<file path="src/sfd_pkg.sv">
// ----------------------------------------------------------------------------
// sfd_pkg
// Shared types, constants and helpers for the stream frame deframer.
// ----------------------------------------------------------------------------
package sfd_pkg;

  // Connection header layout
  localparam int unsigned HEADER_BYTES = 24;
  localparam logic [4:0]  HEADER_LAST  = 5'(HEADER_BYTES - 1);
  localparam logic [4:0]  MAGIC_BYTES  = 5'd6;
  localparam logic [4:0]  CONN_HI_POS  = 5'd6;
  localparam logic [4:0]  CONN_LO_POS  = 5'd7;
  localparam logic [4:0]  UUID_LO_POS  = 5'd16;
  localparam logic [47:0] MAGIC        = "SSTTCP";

  // ASCII digit range
  localparam logic [7:0] ASCII_ZERO = 8'h30;
  localparam logic [7:0] ASCII_NINE = 8'h39;

  // Result kinds
  localparam logic [1:0] KIND_HEADER  = 2'd0;
  localparam logic [1:0] KIND_FRAME   = 2'd1;
  localparam logic [1:0] KIND_PAYLOAD = 2'd2;
  localparam logic [1:0] KIND_ERROR   = 2'd3;

  // Error codes
  localparam logic ERR_BAD_MAGIC  = 1'b0;
  localparam logic ERR_SHORT_LEN  = 1'b1;

  // Default depth of the queue between front and back
  localparam int unsigned SFD_QUEUE_DEPTH = 2;

  // Input transaction
  typedef struct packed {
    logic [7:0] byte_in;
    logic       new_connection;
  } in_item_t;

  // Output transaction
  typedef struct packed {
    logic [1:0]         kind;
    logic signed [7:0]  conn_number;
    logic [63:0]        uuid_high;
    logic [63:0]        uuid_low;
    logic [29:0]        payload_length;
    logic [29:0]        stream_id;
    logic [7:0]         data_byte;
    logic               frame_last;
    logic               error_code;
  } out_item_t;

  // Queue occupancy flags
  typedef struct packed {
    logic full;
    logic empty;
  } q_status_t;

  // Magic byte at header position idx (0..5)
  function automatic logic [7:0] magic_byte(input logic [2:0] idx);
    logic [5:0] sh;
    sh = {idx, 3'b000};
    return MAGIC[6'd47 - sh -: 8];
  endfunction

endpackage

</file>
<file path="src/sfd_front.sv">
// ----------------------------------------------------------------------------
// sfd_front
// Byte parser: header check, connection number, UUID capture and
// variable-length length/stream-id decoding. Emits one event per result.
// ----------------------------------------------------------------------------
module sfd_front (
  input  logic              clk,
  input  logic              rst,
  input  logic              accept,
  input  sfd_pkg::in_item_t item,
  output logic              push,
  output sfd_pkg::out_item_t event_item
);

  typedef enum logic [3:0] {
    PH_HEADER  = 4'b0001,
    PH_LENGTH  = 4'b0010,
    PH_STREAM  = 4'b0100,
    PH_PAYLOAD = 4'b1000
  } phase_t;

  typedef struct packed {
    logic        done;
    logic [2:0]  nbytes;
    logic [29:0] value;
    logic [29:0] accum;
    logic [1:0]  index;
  } varint_res_t;

  // One byte of the 1/2/4-byte variable format
  function automatic varint_res_t varint_feed(input logic [7:0] b,
                                              input logic [29:0] acc,
                                              input logic [1:0] idx);
    varint_res_t r;
    r.done   = 1'b0;
    r.nbytes = 3'd0;
    r.value  = '0;
    r.accum  = acc;
    r.index  = idx;
    case (idx)
      2'd0: begin
        if (!b[7]) begin
          r.done   = 1'b1;
          r.nbytes = 3'd1;
          r.value  = {22'd0, b};
          r.index  = 2'd0;
        end else begin
          r.accum = {23'd0, b[6:0]};
          r.index = 2'd1;
        end
      end
      2'd1: begin
        if (!b[7]) begin
          r.done   = 1'b1;
          r.nbytes = 3'd2;
          r.value  = acc | {15'd0, b, 7'd0};
          r.accum  = '0;
          r.index  = 2'd0;
        end else begin
          r.accum = acc + {16'd0, b[6:0], 7'd0};
          r.index = 2'd2;
        end
      end
      2'd2: begin
        r.accum = acc + {8'd0, b, 14'd0};
        r.index = 2'd3;
      end
      default: begin
        r.done   = 1'b1;
        r.nbytes = 3'd4;
        r.value  = acc + {b, 22'd0};
        r.accum  = '0;
        r.index  = 2'd0;
      end
    endcase
    return r;
  endfunction

  // Parser state
  phase_t            phase, phase_next;
  logic [4:0]        header_index, header_index_next;
  logic signed [7:0] conn_value, conn_value_next;
  logic [63:0]       uuid_high, uuid_high_next;
  logic [63:0]       uuid_low, uuid_low_next;
  logic [29:0]       varint_accum, varint_accum_next;
  logic [1:0]        varint_index, varint_index_next;
  logic [29:0]       frame_len, frame_len_next;
  logic [29:0]       current_stream, current_stream_next;
  logic [29:0]       bytes_left, bytes_left_next;
  logic              rejected, rejected_next;

  // State seen by this byte, after a possible connection restart
  phase_t            c_phase;
  logic [4:0]        c_hidx;
  logic signed [7:0] c_conn;
  logic [63:0]       c_uhi, c_ulo;
  logic [29:0]       c_acc, c_flen, c_sid, c_left;
  logic [1:0]        c_vidx;
  logic              c_rej;

  logic [7:0]        b;
  logic              is_digit;
  logic [7:0]        conn_u;
  varint_res_t       vr;
  logic [29:0]       flen_rem;
  logic [29:0]       left_dec;

  always_comb begin
    b        = item.byte_in;
    is_digit = (b >= sfd_pkg::ASCII_ZERO) && (b <= sfd_pkg::ASCII_NINE);

    // Apply the restart mark ahead of parsing
    c_phase = phase;
    c_hidx  = header_index;
    c_conn  = conn_value;
    c_uhi   = uuid_high;
    c_ulo   = uuid_low;
    c_acc   = varint_accum;
    c_vidx  = varint_index;
    c_flen  = frame_len;
    c_sid   = current_stream;
    c_left  = bytes_left;
    c_rej   = rejected;
    if (item.new_connection) begin
      c_phase = PH_HEADER;
      c_hidx  = '0;
      c_conn  = -8'sd1;
      c_uhi   = '0;
      c_ulo   = '0;
      c_acc   = '0;
      c_vidx  = '0;
      c_flen  = '0;
      c_sid   = '0;
      c_left  = '0;
      c_rej   = 1'b0;
    end

    conn_u   = c_conn;
    vr       = varint_feed(b, c_acc, c_vidx);
    flen_rem = c_flen - {27'd0, vr.nbytes};
    left_dec = c_left - 30'd1;

    phase_next          = c_phase;
    header_index_next   = c_hidx;
    conn_value_next     = c_conn;
    uuid_high_next      = c_uhi;
    uuid_low_next       = c_ulo;
    varint_accum_next   = c_acc;
    varint_index_next   = c_vidx;
    frame_len_next      = c_flen;
    current_stream_next = c_sid;
    bytes_left_next     = c_left;
    rejected_next       = c_rej;

    push       = 1'b0;
    event_item = '0;

    if (accept && !c_rej) begin
      case (c_phase)
        PH_HEADER: begin
          if (c_hidx < sfd_pkg::MAGIC_BYTES) begin
            if (b != sfd_pkg::magic_byte(c_hidx[2:0])) begin
              rejected_next         = 1'b1;
              push                  = 1'b1;
              event_item.kind       = sfd_pkg::KIND_ERROR;
              event_item.error_code = sfd_pkg::ERR_BAD_MAGIC;
            end
          end else if (c_hidx == sfd_pkg::CONN_HI_POS) begin
            conn_value_next = is_digit ? $signed({4'd0, b[3:0]}) : -8'sd1;
          end else if (c_hidx == sfd_pkg::CONN_LO_POS) begin
            if (!c_conn[7] && is_digit) begin
              conn_value_next = $signed((conn_u << 3) + (conn_u << 1) + {4'd0, b[3:0]});
            end
          end else if (c_hidx < sfd_pkg::UUID_LO_POS) begin
            uuid_high_next = {c_uhi[55:0], b};
          end else begin
            uuid_low_next = {c_ulo[55:0], b};
          end

          // Header complete on its last byte, unless the magic failed
          if (!rejected_next) begin
            if (c_hidx >= sfd_pkg::HEADER_LAST) begin
              header_index_next = '0;
              phase_next        = PH_LENGTH;
              push              = 1'b1;
              event_item.kind   = sfd_pkg::KIND_HEADER;
            end else begin
              header_index_next = c_hidx + 5'd1;
            end
          end
        end

        PH_LENGTH: begin
          varint_accum_next = vr.accum;
          varint_index_next = vr.index;
          if (vr.done) begin
            frame_len_next = vr.value;
            phase_next     = PH_STREAM;
          end
        end

        PH_STREAM: begin
          varint_accum_next = vr.accum;
          varint_index_next = vr.index;
          if (vr.done) begin
            current_stream_next = vr.value;
            push                = 1'b1;
            if (c_flen < {27'd0, vr.nbytes}) begin
              rejected_next         = 1'b1;
              event_item.kind       = sfd_pkg::KIND_ERROR;
              event_item.error_code = sfd_pkg::ERR_SHORT_LEN;
            end else begin
              frame_len_next            = flen_rem;
              bytes_left_next           = flen_rem;
              phase_next                = (flen_rem == '0) ? PH_LENGTH : PH_PAYLOAD;
              event_item.kind           = sfd_pkg::KIND_FRAME;
              event_item.payload_length = flen_rem;
              event_item.stream_id      = vr.value;
              event_item.frame_last     = (flen_rem == '0);
            end
          end
        end

        PH_PAYLOAD: begin
          if (c_left != '0) begin
            bytes_left_next = left_dec;
          end
          if (bytes_left_next == '0) begin
            phase_next = PH_LENGTH;
          end
          push                      = 1'b1;
          event_item.kind           = sfd_pkg::KIND_PAYLOAD;
          event_item.payload_length = c_flen;
          event_item.stream_id      = c_sid;
          event_item.data_byte      = b;
          event_item.frame_last     = (bytes_left_next == '0);
        end

        default: begin
          phase_next = PH_HEADER;
        end
      endcase
    end

    // Header fields ride along with every event
    event_item.conn_number = conn_value_next;
    event_item.uuid_high   = uuid_high_next;
    event_item.uuid_low    = uuid_low_next;
  end

  // State registers
  always_ff @(posedge clk) begin
    if (rst) begin
      phase          <= PH_HEADER;
      header_index   <= '0;
      conn_value     <= -8'sd1;
      uuid_high      <= '0;
      uuid_low       <= '0;
      varint_accum   <= '0;
      varint_index   <= '0;
      frame_len      <= '0;
      current_stream <= '0;
      bytes_left     <= '0;
      rejected       <= 1'b0;
    end else if (accept) begin
      phase          <= phase_next;
      header_index   <= header_index_next;
      conn_value     <= conn_value_next;
      uuid_high      <= uuid_high_next;
      uuid_low       <= uuid_low_next;
      varint_accum   <= varint_accum_next;
      varint_index   <= varint_index_next;
      frame_len      <= frame_len_next;
      current_stream <= current_stream_next;
      bytes_left     <= bytes_left_next;
      rejected       <= rejected_next;
    end
  end

`ifndef SYNTHESIS
  // A rejected connection stays silent until the next restart
  a_rejected_silent: assert property (@(posedge clk) disable iff (rst)
    accept && rejected && !item.new_connection |-> !push)
    else $error("event produced on a rejected connection");

  // Last header byte moves the parser to the length field
  a_header_done: assert property (@(posedge clk) disable iff (rst)
    accept && !item.new_connection && !rejected && phase == PH_HEADER &&
    header_index == sfd_pkg::HEADER_LAST |=> phase == PH_LENGTH)
    else $error("header end did not enter length phase");

  // Payload bytes only belong to frames with a payload
  a_payload_len: assert property (@(posedge clk) disable iff (rst)
    push && event_item.kind == sfd_pkg::KIND_PAYLOAD |-> event_item.payload_length != '0)
    else $error("payload byte in an empty frame");
`endif

endmodule

</file>
<file path="src/sfd_queue.sv">
// ----------------------------------------------------------------------------
// sfd_queue
// Small FIFO between the parser and the output stage.
// ----------------------------------------------------------------------------
module sfd_queue #(
  parameter int unsigned DEPTH = sfd_pkg::SFD_QUEUE_DEPTH
) (
  input  logic                clk,
  input  logic                rst,
  input  logic                push,
  input  sfd_pkg::out_item_t  push_data,
  input  logic                pop,
  output sfd_pkg::out_item_t  pop_data,
  output sfd_pkg::q_status_t  status
);

  localparam int unsigned PTR_W = (DEPTH > 1) ? $clog2(DEPTH) : 1;
  localparam int unsigned CNT_W = $clog2(DEPTH + 1);
  localparam logic [PTR_W-1:0] PTR_LAST = PTR_W'(DEPTH - 1);
  localparam logic [CNT_W-1:0] CNT_FULL = CNT_W'(DEPTH);

  sfd_pkg::out_item_t entries [DEPTH];
  logic [PTR_W-1:0]   wr_ptr, rd_ptr;
  logic [CNT_W-1:0]   count;

  assign status.full  = (count == CNT_FULL);
  assign status.empty = (count == '0);
  assign pop_data     = entries[rd_ptr];

  // Storage
  always_ff @(posedge clk) begin
    if (push) begin
      entries[wr_ptr] <= push_data;
    end
  end

  // Pointers and fill count
  always_ff @(posedge clk) begin
    if (rst) begin
      wr_ptr <= '0;
      rd_ptr <= '0;
      count  <= '0;
    end else begin
      if (push) begin
        wr_ptr <= (wr_ptr == PTR_LAST) ? '0 : wr_ptr + 1'b1;
      end
      if (pop) begin
        rd_ptr <= (rd_ptr == PTR_LAST) ? '0 : rd_ptr + 1'b1;
      end
      case ({push, pop})
        2'b10:   count <= count + 1'b1;
        2'b01:   count <= count - 1'b1;
        default: count <= count;
      endcase
    end
  end

`ifndef SYNTHESIS
  a_no_overflow: assert property (@(posedge clk) disable iff (rst)
    push |-> !status.full || pop)
    else $error("queue write while full");

  a_no_underflow: assert property (@(posedge clk) disable iff (rst)
    pop |-> !status.empty)
    else $error("queue read while empty");
`endif

endmodule

</file>
<file path="src/sfd_back.sv">
// ----------------------------------------------------------------------------
// sfd_back
// Output stage: takes events from the queue into the result register.
// ----------------------------------------------------------------------------
module sfd_back (
  input  logic                clk,
  input  logic                rst,
  input  sfd_pkg::q_status_t  status,
  input  sfd_pkg::out_item_t  head,
  output logic                pop,
  output logic                result_valid,
  input  logic                result_ready,
  output sfd_pkg::out_item_t  result
);

  // Load when the register is free or being drained this cycle
  assign pop = !status.empty && (!result_valid || result_ready);

  always_ff @(posedge clk) begin
    if (rst) begin
      result_valid <= 1'b0;
    end else if (pop) begin
      result_valid <= 1'b1;
    end else if (result_ready) begin
      result_valid <= 1'b0;
    end
  end

  always_ff @(posedge clk) begin
    if (pop) begin
      result <= head;
    end
  end

`ifndef SYNTHESIS
  // A held result is never overwritten by the queue
  a_no_overwrite: assert property (@(posedge clk) disable iff (rst)
    result_valid && !result_ready |-> !pop)
    else $error("pending result overwritten");
`endif

endmodule

</file>
<file path="src/stream_frame_deframer_core.sv">
// ----------------------------------------------------------------------------
// stream_frame_deframer_core
// Connection deframer: header check, frame length/stream-id decode and
// per-byte payload results.
// ----------------------------------------------------------------------------
// Takes one connection byte per clock while the internal queue has room and
// returns at most one result per byte. Each byte is parsed by the front
// parser, whose one-step state update is what sets the one-byte-per-cycle
// rate. A result passes from the parser through the queue into the result
// register, and stalls on the result side back up through the queue (default
// two entries) before item_ready drops. Header bytes other than the last
// (unless the magic fails), the length bytes and the stream-id bytes other
// than the last give no result.
module stream_frame_deframer_core #(
  parameter int unsigned QUEUE_DEPTH = sfd_pkg::SFD_QUEUE_DEPTH
) (
  input  logic                clk,
  input  logic                rst,
  input  logic                item_valid,
  output logic                item_ready,
  input  sfd_pkg::in_item_t   item,
  output logic                result_valid,
  input  logic                result_ready,
  output sfd_pkg::out_item_t  result
);

  logic               accept;
  logic               push;
  logic               pop;
  sfd_pkg::out_item_t event_item;
  sfd_pkg::out_item_t head;
  sfd_pkg::q_status_t status;

  assign item_ready = !status.full;
  assign accept     = item_valid && item_ready;

  // Parser
  sfd_front u_front (
    .clk        (clk),
    .rst        (rst),
    .accept     (accept),
    .item       (item),
    .push       (push),
    .event_item (event_item)
  );

  // Event queue
  sfd_queue #(
    .DEPTH (QUEUE_DEPTH)
  ) u_queue (
    .clk       (clk),
    .rst       (rst),
    .push      (push),
    .push_data (event_item),
    .pop       (pop),
    .pop_data  (head),
    .status    (status)
  );

  // Output register
  sfd_back u_back (
    .clk          (clk),
    .rst          (rst),
    .status       (status),
    .head         (head),
    .pop          (pop),
    .result_valid (result_valid),
    .result_ready (result_ready),
    .result       (result)
  );

endmodule

</file>
<file path="config.mk">
export PLATFORM = sky130hd
export DESIGN_NAME = stream_frame_deframer_core
export DESIGN_NICKNAME = d
export VERILOG_FILES = /design/src/sfd_pkg.sv /design/src/sfd_front.sv /design/src/sfd_queue.sv /design/src/sfd_back.sv /design/src/stream_frame_deframer_core.sv
export SDC_FILE = /design/constraint.sdc
export NUM_CORES = 2
export LEC_CHECK = 0
export ABC_CLOCK_PERIOD_IN_PS = 18200
export BUFFER_PORTS_ARGS = -buffer_cell sky130_fd_sc_hd__buf_2
export CAP_MARGIN = 20
export CORE_AREA = 2 2 318 257
export DETAILED_ROUTE_END_ITERATION = 12
export DIE_AREA = 0 0 320 259
export GPL_TIMING_DRIVEN = 0
export PLACE_DENSITY = 0.67
export SETUP_SLACK_MARGIN = 0.5
export SLEW_MARGIN = 0
export SYNTH_ARGS = -nofsm -noshare
export SYNTH_HDL_FRONTEND = slang
export SYNTH_SLANG_ARGS = --single-unit
</file>
<file path="constraint.sdc">
create_clock -name clk -period 18.2 [get_ports clk]
set_input_delay 1.82 -clock clk [delete_from_list [all_inputs] [get_ports clk]]
set_output_delay 1.82 -clock clk [all_outputs]
set_load 0.01 [all_outputs]
</file>
==> summary.md <==
| Metric | Value |
|---|---|
| Boundary Pins | `around 220` |
| Final setup fails | `0` |
| Reg2reg path depth | `14` |
| RR Endpoint | `u_queue.entries[0][67]` |
| Mapped Nets | `3609` |
| WP data required | `18.62 ns` |
| Post-synth ARST share | `0%` |
| Full die area | `about 0.083 mm2` |
| CP endpoint kind | `flop` |
| Layout Skew | `between 0.02 and 0.03 ns` |
| Wire length per cell | `around 24 um` |
| Max Clk Rate | `between 0.1 and 0.15 GHz` |
| Hold Path End | `u_front.uuid_high[59]` |
| Post-CTS Setup Bufs | `0` |
| M1 WL | `53.2 mm` |
| Iteration-0 DRC Markers | `roughly 3700` |
| RSZ-0062 raised after global routing | `no` |
| Syn. warnings | `0` |
| CTS resizes | `0` |
| Post-synth cell types | `90` |
| Overflow after GRT | `0` |
| Clk_lat worst skew | `0.66 ns` |
| Initial Utilization | `49.5%` |
| Post-Place Worst Slack | `8.11 ns` |
| Drt via density | `6.01` |
| CP most frequent cell | `buf_2` |
| Mean Syn Cell Area | `11.2 um2` |
| Final hold vios | `0` |
| Placed cell area | `0.0424 mm2` |
| GPL Wtd Cong | `around 1.0` |
| Met3 Wirelength | `12.3 mm` |
| Synth area leader | `edfxtp_1` |
| Drt drc | `0` |
| Worst R2R Setup Slack | `11.98 ns` |
| I/O Buffers | `between 200 and 250` |
| Layout fillers | `about 6700` |
| Largest cells by area after synthesis | `edfxtp_1 (47%), dfxtp_1 (14%), mux2_2 (6.0%)` |
| MaxCap Viol Count | `0` |
| Total number of vias | `30000` |
| Post-route setup slack | `8.29 ns` |
| Wirelength, routed | `120 mm` |
| CTS tree | `yes` |
| Post-Route Setup TNS | `0 ns` |
| Die X-Extent | `320 um` |
| Area of the core | `0.0798 mm2` |
| Outcome | `finished, final reports clean` |
| Slew Limit Fails | `0` |
| Area share of the largest cell type after synthesis | `47.4%` |
| H-tree Lvls | `3` |
| DPL Wire Length | `85.1 mm` |
| Row count | `just over 90` |
| Worst VDD drop | `0.112 mV` |
| Area growth, synth to finish | `14.9%` |
| Final period utilization | `54.4%` |
| Die Span Y | `259 um` |
| LEAKAGE | `roughly 15 nW` |
| Min-delay src | `u_front.uuid_high[59]` |
| Nets@finish | `3945` |
| First-pass GRT wire length | `176 mm` |
| Worst-path fanout max | `10` |
| GR Util All Layers | `28.2%` |
| Reg clk slew, reported paths | `roughly 0.06 ns` |
| Critical-path cell list | `buf_2 -> buf_2 -> buf_2 -> buf_1 -> buf_1 -> buf_2 -> buf_1 -> nor2b_1 -> ha_1 -> clkbuf_1 -> a21oi_1 -> clkbuf_1 -> a32oi_1 -> nor2_1 -> nor2_1 -> clkbuf_1 -> nand2_1 -> a21oi_1` |
| Sink Count | `roughly 900` |
| Post-DRT Antenna Nets | `0` |
| CP arrival | `10.33 ns` |
| Clock buffer depth | `3` |
| Num CTS Buffers | `90` |
| Power Dens Cells | `131 mW/mm2` |
| Vias in the first global route | `28000` |
| Layout cell share with drive strength beyond 1 | `between 15 and 20%` |
| Slew headroom | `20.7%` |
| Worst path slowest cell | `buf_1` |
| Startpoint types | `input pin` |
| Antenna violations before repair | `7` |
| Setup CP Type | `input pin to flop` |
| Post-route cell area | `approximately 0.045 mm2` |
| Cell family contributing the most delay on the critical path | `buffers and inverters` |
| Power consumption | `approximately 5.9 mW` |
| Ys flop type | `edfxtp_1` |
| Worst path bufs/invs | `10` |
| Hold Crit Depth | `2` |
| CTS Hold Bufs | `0` |
| Worst hold path class | `flop to flop` |
| Max layer used | `met5` |
| Synth Cell Area | `0.0395 mm2` |
| Largest net degree at the start of global routing | `between 60 and 70` |
| Flops & latches, synth | `897` |
| Sequential fraction of the synthesis area | `61.2%` |
| Slew @ Worst Pin | `1.18 ns` |
| 1st-pass router iterations | `6` |
| Clock Root Buffer | `clkbuf_16` |
| FF-to-FF Start | `u_front.varint_index[0]` |
| Minimum clock period | `9.91 ns` |
| Metal2 WL | `around 50 mm` |
| Crit-path max cell delay | `around 0.9 ns` |
| Synth Instances | `3538` |
| Post-synth EDFFs | `624` |
final cells by class:
cell class	count	area, um2	area share (%)
Sequential cell	897	24200	53.3
Multi-Input combinational cell	2348	14200	31.3
Clock buffer	121	2440	5.37
Timing Repair Buffer	244	1560	3.44
Tap cell	1045	1310	2.88
Buffer	238	927	2.04
Clock inverter	45	554	1.22
Inverter	55	206	0.454
Antenna cell	2	5.00	0.0110
metal layers:
layer  GRT usage (%)  vias to the layer above
li1                -                    13500
met1            42.1                    14700
met2            40.6                     1540
met3            6.44                      258
met4            8.89                        8
met5               0                        -
how the worst max path moves through the flow:
stage / from / endpoint / cells after the start
2_1_floorplan: item[0] / u_queue.entries[0][0] / 15
3_3_place_gp: item[0] / u_queue.entries[0][17] / 16
3_5_place_dp: item[0] / u_queue.entries[1][50] / 18
4_1_cts: item[0] / u_queue.entries[1][50] / 18
5_1_grt: item[0] / u_queue.entries[1][67] / 18
6_report: item[0] / u_queue.entries[0][67] / 18
per-stage QoR:
step,hold slack [ns],std cells,utilization [%]
final,0.455,4995,56.9
after global routing,0.479,4994,56.9
after CTS,0.456,4989,56.9
after detailed placement,0.448,4823,53.1
after global placement,0.442,4804,52.5
after floorplan,0.436,3538,-
power by group:
group / switching (mW) / internal [mW] / total, mW / leakage (nW)
sequential: 0.0947 / 2.65 / 2.75 / 8.15
combinational: 0.808 / 0.500 / 1.31 / 5.79
clock: 0.796 / 1.09 / 1.89 / 1.46
total: 1.70 / 4.25 / 5.94 / 15.4
worst reg2reg max path: cells and delay by family (launching register included):
| family | cells | cell delay [ns] |
|---|---|---|
| flip-flops | 1 | 0.45 |
| AND/OR/NAND/NOR | 5 | 1.84 |
| buffers and inverters | 5 | 2.01 |
| adder cells (fa/ha/maj) | 1 | 0.43 |
| AO/OA/AOI/OAI | 3 | 1.25 |
cell usage after synthesis, drive strengths merged, types with 30 or more instances:
master,count
nor2b,30
o21ai,179
inv,54
ha,52
mux2,209
buf,48
a22oi,80
nand2,590
mux2i,63
nor2,311
nor3,58
edfxtp,624
clkbuf,190
a21oi,328
xnor2,35
dfxtp,273
nand3,34
kinds of logic (layout without fill, tap and decap cells):
logic type	count (synthesis)	count (layout)	synth area share (%)
AND/OR/NAND/NOR	1152	1152	12.5
flip-flops	897	897	61.2
AO/OA/AOI/OAI	811	811	12.7
buffers and inverters	293	703	2.87
multiplexers	272	272	7.55
adder cells (fa/ha/maj)	58	58	1.95
XOR/XNOR	55	55	1.22
other	0	2	0
placed cells by master, fill, tap and decap left out, types with 11 or more instances in the layout:
| master | netlist | routed |
|---|---|---|
| a32oi_1 | 16 | 16 |
| or3_1 | 12 | 12 |
| a31oi_1 | 20 | 20 |
| clkinv_2 | 0 | 22 |
| xnor2_1 | 35 | 35 |
| nand3_1 | 34 | 34 |
| and2_1 | 14 | 14 |
| nand2_1 | 590 | 590 |
| mux2i_1 | 63 | 63 |
| o21ai_0 | 173 | 173 |
| nand4_1 | 18 | 18 |
| clkbuf_16 | 0 | 91 |
| a22oi_1 | 80 | 80 |
| buf_12 | 0 | 11 |
| o22ai_1 | 18 | 18 |
| clkbuf_1 | 189 | 214 |
| xor2_1 | 20 | 20 |
| nor4_1 | 19 | 19 |
| a21o_1 | 16 | 16 |
| ha_1 | 52 | 52 |
| nor2b_1 | 30 | 30 |
| a21oi_1 | 327 | 327 |
| buf_1 | 29 | 29 |
| inv_1 | 54 | 54 |
| a211oi_1 | 17 | 17 |
| edfxtp_1 | 624 | 624 |
| nand2b_1 | 15 | 15 |
| buf_2 | 17 | 241 |
| a22o_1 | 21 | 21 |
| nor2_1 | 311 | 309 |
| dfxtp_1 | 273 | 273 |
| nor3_1 | 54 | 54 |
| mux2_2 | 209 | 209 |
flip-flops by register name (all words and copies together), names as in the netlist:
| register | count |
|---|---|
| u_front.varint_accum | 30 |
| u_queue.count | 2 |
| u_front.uuid_high | 64 |
| u_front.conn_value | 8 |
| u_front.current_stream | 30 |
| u_front.bytes_left | 30 |
| u_front.frame_len | 30 |
| u_back.result_valid | 1 |
| u_queue.entries | 416 |
| u_front.rejected | 1 |
| u_back.result | 208 |
| u_front.varint_index | 2 |
| u_front.phase | 4 |
| u_queue.wr_ptr | 1 |
| u_front.header_index | 5 |
| u_front.uuid_low | 64 |
| u_queue.rd_ptr | 1 |
(Power assumes the default switching activity.)
